===== config.mk =====
export PLATFORM = sky130hd
export DESIGN_NAME = encoder_speed_estimator
export DESIGN_NICKNAME = d
export VERILOG_FILES = /design/src/design/enc_spd_pkg.sv /design/src/design/encoder_speed_estimator.sv
export SDC_FILE = /design/constraint.sdc
export NUM_CORES = 1
export LEC_CHECK = 0
export BUFFER_PORTS_ARGS = -buffer_cell sky130_fd_sc_hd__buf_2
export CORE_UTILIZATION = 40
export DETAILED_ROUTE_END_ITERATION = 7
export PLACE_DENSITY = 0.66
export RECOVER_POWER = 25
export SYNTH_ARGS = -nofsm -noshare
export SYNTH_HDL_FRONTEND = slang
export SYNTH_SLANG_ARGS = --single-unit

===== constraint.sdc =====
create_clock -name clk -period 12 [get_ports clk]
set_input_delay 0.6 -clock clk [delete_from_list [all_inputs] [get_ports clk]]
set_output_delay 0.6 -clock clk [all_outputs]
set_load 0.01 [all_outputs]

===== src/design/enc_spd_pkg.sv =====
// ----------------------------------------------------------------------------
// Encoder speed estimator package
// Widths, arithmetic constants, register indexes and the sequencer states
// shared by the encoder speed estimator.
// ----------------------------------------------------------------------------
package enc_spd_pkg;

	// Default number of fraction bits of every speed value.
	localparam int FRAC_BITS_DEF = 8;

	// Field and register widths.
	localparam int TICK_W     = 32;
	localparam int TIME_W     = 32;
	localparam int SPEED_W    = 32;
	localparam int DEADBAND_W = 24;
	localparam int WEIGHT_W   = 17;
	localparam int PPR_W      = 16;
	localparam int APB_AW     = 4;
	localparam int APB_DW     = 32;

	// Shared shift-add multiplier: a 64-bit accumulator and a multiplier
	// register wide enough for the widest constant operand.
	localparam int ACC_W = 64;
	localparam int MUL_W = 21;

	// Divisor is time delta times pulses per revolution.
	localparam int DEN_W = TIME_W + PPR_W;
	// Tick magnitude (up to 2^31) times the rpm factor stays below 2^45.
	localparam int PROD_W = 45;

	// 0.25 * 1000 * 60 for quadrature counting in milliseconds.
	localparam logic [13:0] RPM_FACTOR = 14'd15000;
	// About 2*3.14/60 in units of 2^-24.
	localparam logic [20:0] RAD_COEF  = 21'd1756015;
	localparam int          RAD_SHIFT = 24;
	// Average weight of one in Q1.16.
	localparam logic [16:0] WEIGHT_ONE   = 17'd65536;
	localparam int          WEIGHT_SHIFT = 16;

	// Register reset values.
	localparam logic [DEADBAND_W-1:0] DEADBAND_RST = '0;
	localparam logic [WEIGHT_W-1:0]   WEIGHT_RST   = 17'd6554;
	localparam logic [PPR_W-1:0]      PPR_RST      = 16'd1;

	// Register indexes, one 32-bit word each.
	typedef enum logic [1:0] {
		REG_DEADBAND,
		REG_WEIGHT,
		REG_PPR,
		REG_RADIANS
	} reg_idx_t;

	// Sequencer states.
	typedef enum logic [2:0] {
		ST_IDLE,
		ST_DEN_MUL,
		ST_NUM_MUL,
		ST_DIVIDE,
		ST_SATURATE,
		ST_AVG_MUL,
		ST_RAD_MUL,
		ST_DONE
	} state_t;

endpackage


===== src/design/encoder_speed_estimator.sv =====
// ----------------------------------------------------------------------------
// Encoder speed estimator
// Computes instantaneous rpm from tick and millisecond stamps, blends it into
// an exponential average, applies a deadband and optionally scales to rad/s.
// ----------------------------------------------------------------------------
//
// Channel   Direction  Handshake           Payload
// config    in         psel/penable/pready paddr, pwdata, pwrite, prdata
// sample    in         in_valid/in_stall   tick_count, time_ms
// result    out        out_valid/out_stall speed, instant_rpm
//
// One request at a time runs through a shared shift-add multiplier (one
// multiplier bit per cycle) and a radix-2 divider (one quotient bit per cycle).
// A request whose time stamp repeats the stored one is taken with no result.
// Reset clears the stored ticks, time and average and loads register defaults.
// A finished result waits in the output register while out_stall is high;
// the next request is taken meanwhile and holds in its last cycle if needed.
module encoder_speed_estimator #(
	parameter int FRAC_BITS = enc_spd_pkg::FRAC_BITS_DEF
) (
	input  logic                                  clk,
	input  logic                                  arst_n,
	// Configuration port
	input  logic                                  psel,
	input  logic                                  penable,
	input  logic                                  pwrite,
	input  logic [enc_spd_pkg::APB_AW-1:0]        paddr,
	input  logic [enc_spd_pkg::APB_DW-1:0]        pwdata,
	output logic [enc_spd_pkg::APB_DW-1:0]        prdata,
	output logic                                  pready,
	// Sample channel
	input  logic                                  in_valid,
	output logic                                  in_stall,
	input  logic signed [enc_spd_pkg::TICK_W-1:0] tick_count,
	input  logic [enc_spd_pkg::TIME_W-1:0]        time_ms,
	// Result channel
	output logic                                  out_valid,
	input  logic                                  out_stall,
	output logic signed [enc_spd_pkg::SPEED_W-1:0] speed,
	output logic signed [enc_spd_pkg::SPEED_W-1:0] instant_rpm
);
	import enc_spd_pkg::*;

	localparam int NUM_W = PROD_W + FRAC_BITS;
	localparam int CNT_W = $clog2(NUM_W);
	localparam int REM_W = DEN_W + 1;

	// Configuration registers
	logic [DEADBAND_W-1:0] deadband_q;
	logic [WEIGHT_W-1:0]   weight_q;
	logic [PPR_W-1:0]      ppr_q;
	logic                  radians_q;

	// Speed state
	logic [TICK_W-1:0]         last_ticks_q;
	logic [TIME_W-1:0]         last_time_q;
	logic signed [SPEED_W-1:0] last_avg_q;

	// Sequencer
	state_t state_q;
	state_t state_d;
	logic   out_load;

	// Datapath registers
	logic                      neg_q;
	logic [TICK_W-1:0]         mag_q;
	logic [ACC_W-1:0]          acc_q;
	logic [ACC_W-1:0]          mcand_q;
	logic [MUL_W-1:0]          mult_q;
	logic [DEN_W-1:0]          den_q;
	logic [NUM_W-1:0]          num_q;
	logic [REM_W-1:0]          rem_q;
	logic [SPEED_W-1:0]        quo_q;
	logic                      ovf_q;
	logic [CNT_W-1:0]          cnt_q;
	logic signed [SPEED_W-1:0] inst_q;
	logic signed [SPEED_W-1:0] spd_q;
	logic signed [SPEED_W-1:0] speed_q;
	logic signed [SPEED_W-1:0] instant_q;
	logic                      out_valid_q;

	// Combinational helpers
	logic                      in_accept;
	logic                      new_sample;
	logic [TIME_W-1:0]         dt_w;
	logic [TICK_W-1:0]         dn_w;
	logic [PPR_W-1:0]          ppr_eff;
	logic [WEIGHT_W-1:0]       w_eff;
	logic                      mul_done;
	logic [REM_W-1:0]          trial;
	logic                      trial_ge;
	logic signed [SPEED_W-1:0] inst_w;
	logic [SPEED_W:0]          diff_w;
	logic signed [SPEED_W-1:0] avg_raw;
	logic [SPEED_W-1:0]        avg_abs;
	logic signed [SPEED_W-1:0] avg_db;
	logic                      cfg_write;
	reg_idx_t                  cfg_idx;

	// Configuration access
	assign pready    = 1'b1;
	assign cfg_write = psel && penable && pwrite && pready;
	assign cfg_idx   = reg_idx_t'(paddr[3:2]);

	always_comb begin
		case (cfg_idx)
			REG_DEADBAND: prdata = APB_DW'(deadband_q);
			REG_WEIGHT:   prdata = APB_DW'(weight_q);
			REG_PPR:      prdata = APB_DW'(ppr_q);
			REG_RADIANS:  prdata = APB_DW'(radians_q);
			default:      prdata = '0;
		endcase
	end

	always_ff @(posedge clk or negedge arst_n) begin
		if (!arst_n) begin
			deadband_q <= DEADBAND_RST;
			weight_q   <= WEIGHT_RST;
			ppr_q      <= PPR_RST;
			radians_q  <= 1'b0;
		end else if (cfg_write) begin
			case (cfg_idx)
				REG_DEADBAND: deadband_q <= pwdata[DEADBAND_W-1:0];
				REG_WEIGHT:   weight_q   <= pwdata[WEIGHT_W-1:0];
				REG_PPR:      ppr_q      <= pwdata[PPR_W-1:0];
				REG_RADIANS:  radians_q  <= pwdata[0];
				default:      ;
			endcase
		end
	end

	// Input request and wrapping deltas
	assign in_stall   = (state_q != ST_IDLE);
	assign in_accept  = in_valid && !in_stall;
	assign dt_w       = time_ms - last_time_q;
	assign dn_w       = tick_count - last_ticks_q;
	assign new_sample = in_accept && (dt_w != '0);

	// Register values of zero and out-of-range weights are clamped.
	assign ppr_eff = (ppr_q == '0) ? PPR_W'(1) : ppr_q;

	always_comb begin
		if (weight_q == '0) begin
			w_eff = WEIGHT_W'(1);
		end else if (weight_q > WEIGHT_ONE) begin
			w_eff = WEIGHT_ONE;
		end else begin
			w_eff = weight_q;
		end
	end

	// Multiplier finishes once all multiplier bits have been consumed.
	assign mul_done = (mult_q == '0);

	// One restoring divide step: bring down the next numerator bit.
	assign trial    = {rem_q[REM_W-2:0], num_q[NUM_W-1]};
	assign trial_ge = (trial >= {1'b0, den_q});

	// Saturate the quotient to the signed range and apply the sign.
	always_comb begin
		if (ovf_q || quo_q[SPEED_W-1]) begin
			inst_w = neg_q ? {1'b1, {(SPEED_W-1){1'b0}}} : {1'b0, {(SPEED_W-1){1'b1}}};
		end else begin
			inst_w = neg_q ? -$signed(quo_q) : $signed(quo_q);
		end
	end

	// Average as last + (inst - last) * w, then floor by 2^16.
	assign diff_w  = {inst_w[SPEED_W-1], inst_w} - {last_avg_q[SPEED_W-1], last_avg_q};
	assign avg_raw = $signed(acc_q[WEIGHT_SHIFT+SPEED_W-1:WEIGHT_SHIFT]);
	assign avg_abs = avg_raw[SPEED_W-1] ? SPEED_W'(-avg_raw) : SPEED_W'(avg_raw);
	assign avg_db  = (avg_abs < SPEED_W'(deadband_q)) ? '0 : avg_raw;

	// Sequencer state register
	always_ff @(posedge clk or negedge arst_n) begin
		if (!arst_n) begin
			state_q <= ST_IDLE;
		end else begin
			state_q <= state_d;
		end
	end

	// Next state and output load
	always_comb begin
		state_d  = state_q;
		out_load = 1'b0;
		case (state_q)
			ST_IDLE: begin
				if (new_sample) begin
					state_d = ST_DEN_MUL;
				end
			end
			ST_DEN_MUL: begin
				if (mul_done) begin
					state_d = ST_NUM_MUL;
				end
			end
			ST_NUM_MUL: begin
				if (mul_done) begin
					state_d = ST_DIVIDE;
				end
			end
			ST_DIVIDE: begin
				if (cnt_q == '0) begin
					state_d = ST_SATURATE;
				end
			end
			ST_SATURATE: begin
				state_d = ST_AVG_MUL;
			end
			ST_AVG_MUL: begin
				if (mul_done) begin
					state_d = radians_q ? ST_RAD_MUL : ST_DONE;
				end
			end
			ST_RAD_MUL: begin
				if (mul_done) begin
					state_d = ST_DONE;
				end
			end
			ST_DONE: begin
				if (!out_valid_q || !out_stall) begin
					out_load = 1'b1;
					state_d  = ST_IDLE;
				end
			end
			default: begin
				state_d = ST_IDLE;
			end
		endcase
	end

	// Stored speed state
	always_ff @(posedge clk or negedge arst_n) begin
		if (!arst_n) begin
			last_ticks_q <= '0;
			last_time_q  <= '0;
			last_avg_q   <= '0;
		end else begin
			if (new_sample) begin
				last_ticks_q <= tick_count;
				last_time_q  <= time_ms;
			end
			if (state_q == ST_AVG_MUL && mul_done) begin
				last_avg_q <= avg_db;
			end
		end
	end

	// Datapath: shift-add multiplier, serial divider and result staging
	always_ff @(posedge clk) begin
		case (state_q)
			ST_IDLE: begin
				if (new_sample) begin
					neg_q   <= dn_w[TICK_W-1];
					mag_q   <= dn_w[TICK_W-1] ? -dn_w : dn_w;
					acc_q   <= '0;
					mcand_q <= ACC_W'(dt_w);
					mult_q  <= MUL_W'(ppr_eff);
				end
			end
			ST_DEN_MUL: begin
				if (mul_done) begin
					den_q   <= acc_q[DEN_W-1:0];
					acc_q   <= '0;
					mcand_q <= ACC_W'(mag_q);
					mult_q  <= MUL_W'(RPM_FACTOR);
				end else begin
					acc_q   <= mult_q[0] ? acc_q + mcand_q : acc_q;
					mcand_q <= mcand_q << 1;
					mult_q  <= mult_q >> 1;
				end
			end
			ST_NUM_MUL: begin
				if (mul_done) begin
					num_q <= {acc_q[PROD_W-1:0], {FRAC_BITS{1'b0}}};
					rem_q <= '0;
					quo_q <= '0;
					ovf_q <= 1'b0;
					cnt_q <= CNT_W'(NUM_W - 1);
				end else begin
					acc_q   <= mult_q[0] ? acc_q + mcand_q : acc_q;
					mcand_q <= mcand_q << 1;
					mult_q  <= mult_q >> 1;
				end
			end
			ST_DIVIDE: begin
				rem_q <= trial_ge ? trial - {1'b0, den_q} : trial;
				num_q <= num_q << 1;
				quo_q <= {quo_q[SPEED_W-2:0], trial_ge};
				ovf_q <= ovf_q | quo_q[SPEED_W-1];
				cnt_q <= cnt_q - CNT_W'(1);
			end
			ST_SATURATE: begin
				inst_q  <= inst_w;
				acc_q   <= {{(ACC_W-SPEED_W-WEIGHT_SHIFT){last_avg_q[SPEED_W-1]}},
					last_avg_q, {WEIGHT_SHIFT{1'b0}}};
				mcand_q <= {{(ACC_W-SPEED_W-1){diff_w[SPEED_W]}}, diff_w};
				mult_q  <= MUL_W'(w_eff);
			end
			ST_AVG_MUL: begin
				if (mul_done) begin
					spd_q   <= avg_db;
					acc_q   <= '0;
					mcand_q <= {{(ACC_W-SPEED_W){avg_db[SPEED_W-1]}}, avg_db};
					mult_q  <= MUL_W'(RAD_COEF);
				end else begin
					acc_q   <= mult_q[0] ? acc_q + mcand_q : acc_q;
					mcand_q <= mcand_q << 1;
					mult_q  <= mult_q >> 1;
				end
			end
			ST_RAD_MUL: begin
				if (mul_done) begin
					spd_q <= $signed(acc_q[RAD_SHIFT+SPEED_W-1:RAD_SHIFT]);
				end else begin
					acc_q   <= mult_q[0] ? acc_q + mcand_q : acc_q;
					mcand_q <= mcand_q << 1;
					mult_q  <= mult_q >> 1;
				end
			end
			ST_DONE: begin
				if (out_load) begin
					speed_q   <= spd_q;
					instant_q <= inst_q;
				end
			end
			default: ;
		endcase
	end

	// Output register valid flag
	always_ff @(posedge clk or negedge arst_n) begin
		if (!arst_n) begin
			out_valid_q <= 1'b0;
		end else if (out_load) begin
			out_valid_q <= 1'b1;
		end else if (!out_stall) begin
			out_valid_q <= 1'b0;
		end
	end

	assign out_valid   = out_valid_q;
	assign speed       = speed_q;
	assign instant_rpm = instant_q;

endmodule


# After elaboration in Yosys (flattened, before gate mapping)

Index checks and enable logic that the tools add are counted.

Order comparisons: 3
Add/sub/neg operators: 9
Reduce and logical (&&, ||, !) cells: 36
Bitwise logic cells: 1
Equality and inequality tests: 19
Muxes and demuxes: 52

Operator list:

| kind                                | number |
|---|---|
| 2-to-1 mux 64 bit                   | 8 |
| one-hot mux 64 bit (5 select lines) | 1 |
| 2-to-1 mux 32 bit                   | 8 |
| one-hot mux 64 bit (4 select lines) | 1 |
| one-hot mux 32 bit (2 select lines) | 2 |
| one-hot mux 32 bit (4 select lines) | 1 |
| one-hot mux 53 bit (2 select lines) | 1 |
| one-hot mux 21 bit (5 select lines) | 1 |
| 2-to-1 mux 48 bit                   | 2 |
| negation 32 bit                     | 3 |
| one-hot mux 48 bit (2 select lines) | 1 |
| adder 64 bit                        | 1 |
| subtractor 32 bit                   | 2 |
| 2-to-1 mux 21 bit                   | 3 |
| 2-to-1 mux 53 bit                   | 1 |
| >= comparator 49 x 48 -> 1 bit      | 1 |
| subtractor 48 bit                   | 1 |
| 2-to-1 mux 17 bit                   | 2 |
| subtractor 32 x 32 -> 33 bit        | 1 |
| < comparator 32 x 24 -> 1 bit       | 1 |
| nonzero test 32 bit                 | 1 |
| 2-to-1 mux 31 bit                   | 1 |
| one-hot mux 3 bit (8 select lines)  | 1 |
| logical NOT 21 bit                  | 1 |
| 33 further kinds                    | 74 |

Register bits: 656
Input bits: 107
Output and inout bits: 99
Logic and storage cells: 145

# Depth between registers and ports, before layout

Gate-level depths: netlist (run 1).

Depth in word-level cells: 6
Mapped depth: 25
Gate-level depth less buffers: 23

# Worst setup path before layout (run 1)

OpenSTA, ideal clock, no wires.

Path kind: input to register
Start: in time_ms[0] (netlist name)
End: reg acc_q[0], enable pin
Slack: -1.570 ns
Arrival time: 12.748 ns
Path buffers: 0
Required time: 11.177 ns
Setup time: 0.823 ns
Cell stages on the path: 14
Path through: inv_1 -> ha_1 -> fa_1 -> nand2b_1 -> a21o_1 -> a2111oi_4 -> o211ai_1 -> a211oi_1 -> a2111oi_1 -> o2111ai_1 -> nor4b_1 -> o2111ai_1 -> a21oi_1 -> a211oi_1

Longest elaborated chain between the ends: 5

Ends and longest elaborated chain:

| what                          | line                           | source |
|---|---|---|
| start: declaration            | encoder_speed_estimator.sv:35  | `input logic [enc_spd_pkg::TIME_W-1:0] time_ms,` |
| subtractor 32 bit             | encoder_speed_estimator.sv:135 | `assign dt_w = time_ms - last_time_q;` |
| nonzero test 32 bit           | encoder_speed_estimator.sv:137 | `assign new_sample = in_accept && (dt_w != '0);` |
| logical AND 1 bit             | encoder_speed_estimator.sv:137 |  |
| != test 2 bit (no line)       | -                              |  |
| AND reduction 3 bit (no line) | -                              |  |
| end signal: assignment        | encoder_speed_estimator.sv:269 | `acc_q <= mult_q[0] ? acc_q + mcand_q : acc_q;` |
| end signal: assignment        | encoder_speed_estimator.sv:282 | `acc_q <= mult_q[0] ? acc_q + mcand_q : acc_q;` |
| end signal: assignment        | encoder_speed_estimator.sv:296 | `acc_q <= {{(ACC_W-SPEED_W-WEIGHT_SHIFT){last_avg_q[SPEED_W-1]}},` |
| end: declaration              | encoder_speed_estimator.sv:67  | `logic [ACC_W-1:0] acc_q;` |

Every way passes these cells.
A chain may end at the register's enable or synchronous reset.

# Final worst setup path (run 1)

Start: reg quo_q[4]
End: reg mcand_q[38], data pin

Longest elaborated chain between the ends: 5

Ends and longest elaborated chain:

| what                                | line                           | source |
|---|---|---|
| start: declaration                  | encoder_speed_estimator.sv:73  | `logic [SPEED_W-1:0] quo_q;` |
| start signal: assignment            | encoder_speed_estimator.sv:290 | `quo_q <= {quo_q[SPEED_W-2:0], trial_ge};` |
| negation 32 bit                     | encoder_speed_estimator.sv:164 | `inst_w = neg_q ? -$signed(quo_q) : $signed(quo_q);` |
| 2-to-1 mux 32 bit                   | encoder_speed_estimator.sv:164 |  |
| 2-to-1 mux 32 bit                   | encoder_speed_estimator.sv:161 | `if (ovf_q \|\| quo_q[SPEED_W-1]) begin` |
| net inst_w[21]                      | encoder_speed_estimator.sv:92  | `logic signed [SPEED_W-1:0] inst_w;` |
| subtractor 32 x 32 -> 33 bit        | encoder_speed_estimator.sv:169 | `assign diff_w = {inst_w[SPEED_W-1], inst_w} - {last_avg_q[SPEED_W-1], last_avg_q};` |
| one-hot mux 64 bit (5 select lines) | encoder_speed_estimator.sv:252 | `case (state_q)` |
| end signal: assignment              | encoder_speed_estimator.sv:258 | `mcand_q <= ACC_W'(dt_w);` |
| end signal: assignment              | encoder_speed_estimator.sv:266 | `mcand_q <= ACC_W'(mag_q);` |
| end signal: assignment              | encoder_speed_estimator.sv:270 | `mcand_q <= mcand_q << 1;` |
| end: declaration                    | encoder_speed_estimator.sv:68  | `logic [ACC_W-1:0] mcand_q;` |

The timed path passes the listed nets, and every way through them passes these cells.

==> results of run 1 <==
-- synth_stat cells (all sizes together), types with 44 or more instances --
master	number
a21o	126
a21oi	260
buf	44
clkbuf	164
dfrtp	150
edfxtp	474
ha	231
inv	246
mux2i	105
nand2	531
nand3	62
nor2	297
nor3	66
o21ai	342
xnor2	154
xor2	70
-- kinds of logic (layout without fill, tap and decap cells) --
family          Yosys count  in the layout  synth area share [%]
simple gates           1225           1225                  14.3
compound gates         1110           1110                  18.0
flops                   632            632                  46.5
buf+inv                 457            627                  4.64
fa+ha+maj               236            236                  7.64
xor+xnor                224            224                  5.01
mux                     147            147                  3.92
other cells               2             13                0.0192
-- registers in the layout, summed over array words and instances, names as in the netlist, 45 cells and up --
name	cells
rem_q	48
acc_q	56
num_q	45
den_q	48
mcand_q	56
-- per-stage QoR --
stage                     setup WS (ns)  total power, mW  util (%)  hold slack [ns]
after global placement             5.54             10.8      42.7            0.401
after global routing               5.06             14.0      45.0            0.188
after detailed placement           5.45             10.9      42.7            0.405
after CTS                          5.61             13.2      45.2            0.142
final                              5.62             13.2      45.0            0.174
after floorplan                    3.06             8.93         -            0.304
-- worst min-delay path, stage by stage --
cell and delay [ns]:
buf_2 0.07, nand2_1 0.03, o21ai_0 0.06
-- power breakdown --
part	switching [mW]	total [mW]	internal (mW)	leakage [nW]
clock	0.968	2.29	1.32	1.17
combinational	4.38	6.92	2.54	9.85
sequential	0.524	4.00	3.48	6.51
-- final timing paths --
path                       cells after the start         endpoint  slack [ns]
setup / recovery                              18      mcand_q[38]        5.62
hold / removal                                 3   deadband_q[21]        0.17
setup reg to reg                              18      mcand_q[38]        5.62
hold reg to reg                                0        speed[22]        0.41
max in group asynchronous                      3   deadband_q[22]        6.08
min in group asynchronous                      2  last_time_q[10]        1.23
-- routing by layer --
metal / up-vias / share of wire, % / global-route usage (%)
met5: - / 0.020 / 0
met4: 4 / 3.6 / 8.68
met3: 199 / 6.4 / 3.43
met2: 990 / 46 / 35.9
met1: 14937 / 44 / 30.4
li1: 14871 / - / -
-- what timing repair did --
item	4_1_cts	5_1_grt
setup buffers	0	0
hold buffers	1	0
endpoints found under the hold margin	40	0
endpoints found under the setup margin	0	0
-- final cells by class --
type                            instances  area, um^2
Clock buffer                           91        1990
Fill cell                            9173       53200
Sequential cell                       632       18200
Inverter                              249         935
Clock inverter                         44         454
Timing Repair Buffer                  243        1180
Multi-Input combinational cell       2951       19200
Antenna cell                            4        10.0
Tap cell                             1276        1600
==> flow_metrics.tcl, run 1 <==
set metrics [dict create \
    synth.area.top_cells "edfxtp_1, dfrtp_1, ha_1" \
    finalSetupTns_ns 0 \
    violations "DRC, capacitance limit, slew limit" \
    placed_cell_area_um2 41300 \
    netlist_area_um2 39200 \
    cts_tree "yes" \
    critPathMaxStageDelay_ns 0.75 \
    drive_gt1_share_pct 8.79 \
    crit_required_ns 12.40 \
    ir_drop_uv 172 \
    cpMaxStageDelayCell "nand3_1" \
    io_pins 206 \
    clkTransAtPathRegs_ns 0.06 \
    worst_clock_skew_ns 0.0229 \
    dp.cells 5350 \
    clkSinkCount 632 \
    yosysWarnings 0 \
    start_kind "register" \
    dieArea_um2 99200 \
    seq_area_frac_synth_pct 46.5 \
    final_cell_mix "nand2_1, edfxtp_1, nor2_1, o21ai_0, a21oi_1" \
    ys_types 103 \
    firstDrtPassIters 7 \
    leakage_nw 17.5 \
    numCtsBuffers 73 \
    p_per_area_nw_per_um2 303 \
    drv_slew 275 \
    timing.fmax_ghz 0.157 \
    grt_pass1_wl_mm 172 \
    synth_top_area_share_pct 36.3 \
    die_height_um 315 \
    grt_overflow_total 0 \
    ys_ff_latch 632 \
    insertion_delay_ns 0.65 \
    drc 36 \
    drt_wl_total_mm 113 \
    crit_chain "or4_4 > or3_4 > nor2_4 > and4_1 > nand2_1 > or3_4 > mux2i_1 > o22ai_1 > ha_1 > nand2_1 > or4_1 > a211oi_1 > o32ai_1 > o21ai_1 > nand3_1 > a31oi_1 > nand3_1 > a21o_1" \
    slew_headroom_pct -160 \
    async_flop_share_pct 25.0 \
    synth_edf_count 474 \
    postSynthCellCount 4033 \
    reg2reg_from "quo_q[4]" \
    port_buffers 186 \
    track_usage_pct 22.4 \
    min_from "pwdata[21]" \
    initial_utilization_pct 40.4 \
    root_buffer "clkbuf_16" \
    post_drt_wl_per_cell_um 20.6 \
    syn2layout_area_growth_pct 11.3 \
    cp.arrival_ns 6.78 \
    min_period_over_period_pct 53.1 \
    die_x_um 315 \
    worst_pin_slew_ns 3.90 \
    place_hpwl_mm 81.1 \
    cts-htree-levels 3 \
    rows 114 \
    drt_iter0_drc 2814 \
    grt_max_degree 93 \
    synth_top_cell_by_area "edfxtp_1" \
    synth_ff_type "edfxtp_1" \
    final_hold_viol_count 0 \
    nNetsFinal 4493 \
    via_per_inst 5.65 \
    path_max_fanout 24 \
    ant_nets 0 \
    vias 31001 \
    coreArea_um2 96900 \
    maxCapViolations 6 \
    setup_viol 0 \
    avgSynthCellArea_um2 9.71 \
    path_class "reg -> reg" \
    finalCriticalPeriod_ns 6.38 \
    grt_antenna_before_repair 4 \
    status "complete, but fails checks" \
    cts_buffer_depth 3 \
    setup.worst_path.end_class "register" \
    layout_commonest_cell "nand2_1" \
    path_delay_family "simple AND/OR/NAND/NOR gates" \
    rsz0062_at_grt "false" \
    hold_class "in -> reg" \
    cts_resized 0 \
    gp_congestion 0.948 \
    startpoint "quo_q[4]" \
    crit_buf_inv 0 \
    final_cell_area_um2 43600 \
    grt_pass1_vias 29376 \
    stdcell_count 5490 \
]
Note: power is estimated with default switching activity, not from simulation.
==> inputs of run 2 (changes only) <==
clock period = 5.3 ns   (was 12 ns; I/O delays follow)
==> flow_metrics.tcl, run 2 (synthesized netlist as in run 1, its figures left out) <==
set metrics [dict create \
    status "complete, but fails checks" \
    violations "DRC, capacitance limit, slew limit" \
    maxCapViolations 2 \
    drt_wl_total_mm 114 \
    stdcell_count 5608 \
    port_buffers 186 \
    cts_tree "yes" \
    final_hold_viol_count 0 \
    track_usage_pct 22.9 \
    final_util_pct 46.4 \
    dieArea_um2 99200 \
    grt_max_degree 147 \
    grt_pass1_vias 30257 \
    min_period_over_period_pct 94.2 \
    timing.fmax_ghz 0.200 \
    crit_required_ns 5.79 \
    nFillCells 9013 \
    insertion_delay_ns 0.65 \
    slew_headroom_pct -169 \
    p_switching_mw 13.2 \
    post-cts-setup-buffers 0 \
    leakage_nw 18.2 \
    die_height_um 315 \
    clkTransAtPathRegs_ns 0.07 \
    sw_frac_of_total_pct 44.0 \
    clkSinkCount 632 \
    root_buffer "clkbuf_16" \
    initial_utilization_pct 40.4 \
    cp.arrival_ns 5.48 \
    drc 20 \
    placed_cell_area_um2 41700 \
    cts_buffer_depth 3 \
    grt_antenna_before_repair 2 \
    cts-htree-levels 3 \
    layout_commonest_cell "nand2_1" \
    worst_pin_slew_ns 4.04 \
    gp_congestion 0.949 \
    fin_hold_ws_ns 0.0494 \
    reg.largest.list "acc_q (56), mcand_q (56)" \
    seq_area_um2 18200 \
    multi_input_area_um2 19300 \
    power.total_mw 30.1 \
    drv_slew 176 \
    finalSetupTns_ns 0 \
    setup_viol 0 \
    via_per_inst 5.63 \
    final_cell_area_um2 44900 \
    comb_power_share_pct 52.7 \
    start_kind "register" \
    finalCriticalPeriod_ns 4.99 \
    power.internal_mw 16.8 \
    path_max_fanout 6 \
    vias 31548 \
    ir_drop_uv 371 \
    dp.cells 5381 \
    pwr-share-clk_pct 17.1 \
    die_x_um 315 \
    fin_ws_ns 0.307 \
    numCtsBuffers 73 \
    setup.worst_path.end_class "register" \
    grt_pass1_wl_mm 176 \
    pwr-share-seq_pct 30.1 \
    path_class "reg -> reg" \
    final_cell_mix "nand2_1, edfxtp_1, nor2_1" \
    post_drt_wl_per_cell_um 20.4 \
    ant_nets 0 \
    worst_clock_skew_ns 0.0282 \
    grt_overflow_total 0 \
    drive_gt1_share_pct 10.5 \
    place_hpwl_mm 82.9 \
    hold_class "in -> reg" \
    drt_iter0_drc 2904 \
    io_pins 206 \
    rows 114 \
    coreArea_um2 96900 \
    p_per_area_nw_per_um2 670 \
    firstDrtPassIters 8 \
    syn2layout_area_growth_pct 14.7 \
    post-place-ws_ns 0.183 \
    nNetsFinal 4613 \
]
[run 2: cell count changes in the layout (fill, tap and decap cells not counted), sizes merged]
cell	change
bufinv	-2
clkinvlp	-6
clkdlybuf4s25	+1
inv	-1
diode	-1
clkinv	+2
clkbuf	-36
dlygate4sd3	+89
buf	+72
[run 2: power by group through the flow]
stage,clock network (mW),logic [mW],registers (mW)
floorplan,0,11.5,8.66
global placement,0,15.4,9.08
detailed placement,0,15.6,9.11
CTS,5.25,15.8,9.03
global route,5.42,17.4,9.19
finish,5.15,15.9,9.06
[run 2: critical path, cell delays in order, from the launching register on]
cell      delay, ns
edfxtp_1       0.46
or4_4          0.52
or3_4          0.37
nor2_4         0.14
and4_4         0.25
nand2_1        0.07
or3_4          0.35
mux2i_1        0.12
o22ai_1        0.23
ha_1           0.29
buf_4          0.16
a21oi_1        0.16
nand2_1        0.07
o311a_1        0.34
o41ai_2        0.31
o22ai_1        0.17
o41ai_1        0.39
mux2i_1        0.24
nand2_1        0.07
nand3b_1       0.11
[run 2: worst paths after layout]
check | from | endpoint | slack (ns) | cells past startpoint
worst max-delay path | quo_q[2] | mcand_q[31] | 0.31 | 19
worst min-delay path | out_stall | out_valid | 0.05 | 3
worst max register to register | quo_q[2] | mcand_q[31] | 0.31 | 19
worst min register to register | spd_q[0] | speed[0] | 0.42 | 0
max in group asynchronous | arst_n | ppr_q[1] | 1.10 | 3
min in group asynchronous | arst_n | last_time_q[20] | 0.89 | 3
[run 2: final cells by class]
type / instances / share of cell area (%)
diodes: 3 / 0.0167
clock buffers: 97 / 4.73
clock inverters: 37 / 0.671
inverters: 249 / 2.08
multi-input cells: 2951 / 43.0
flip-flops and latches: 632 / 40.5
well taps: 1276 / 3.56
repair buffers: 363 / 5.41
[run 2: layer usage]
layer  wire [um]  up-vias  track usage [%]
li1            -    15114                -
met1       49200    15102             30.7
met2       53000     1112             37.1
met3        7890      220             3.66
met4        4430        0             8.62
met5           0        -                0
[run 2: repair_timing]
item | in CTS | in global routing
endpoints found under the hold margin | 272 | 0
hold buffers | 90 | 0
gates resized for setup | 0 | 7
setup endpoints to repair | 0 | 30
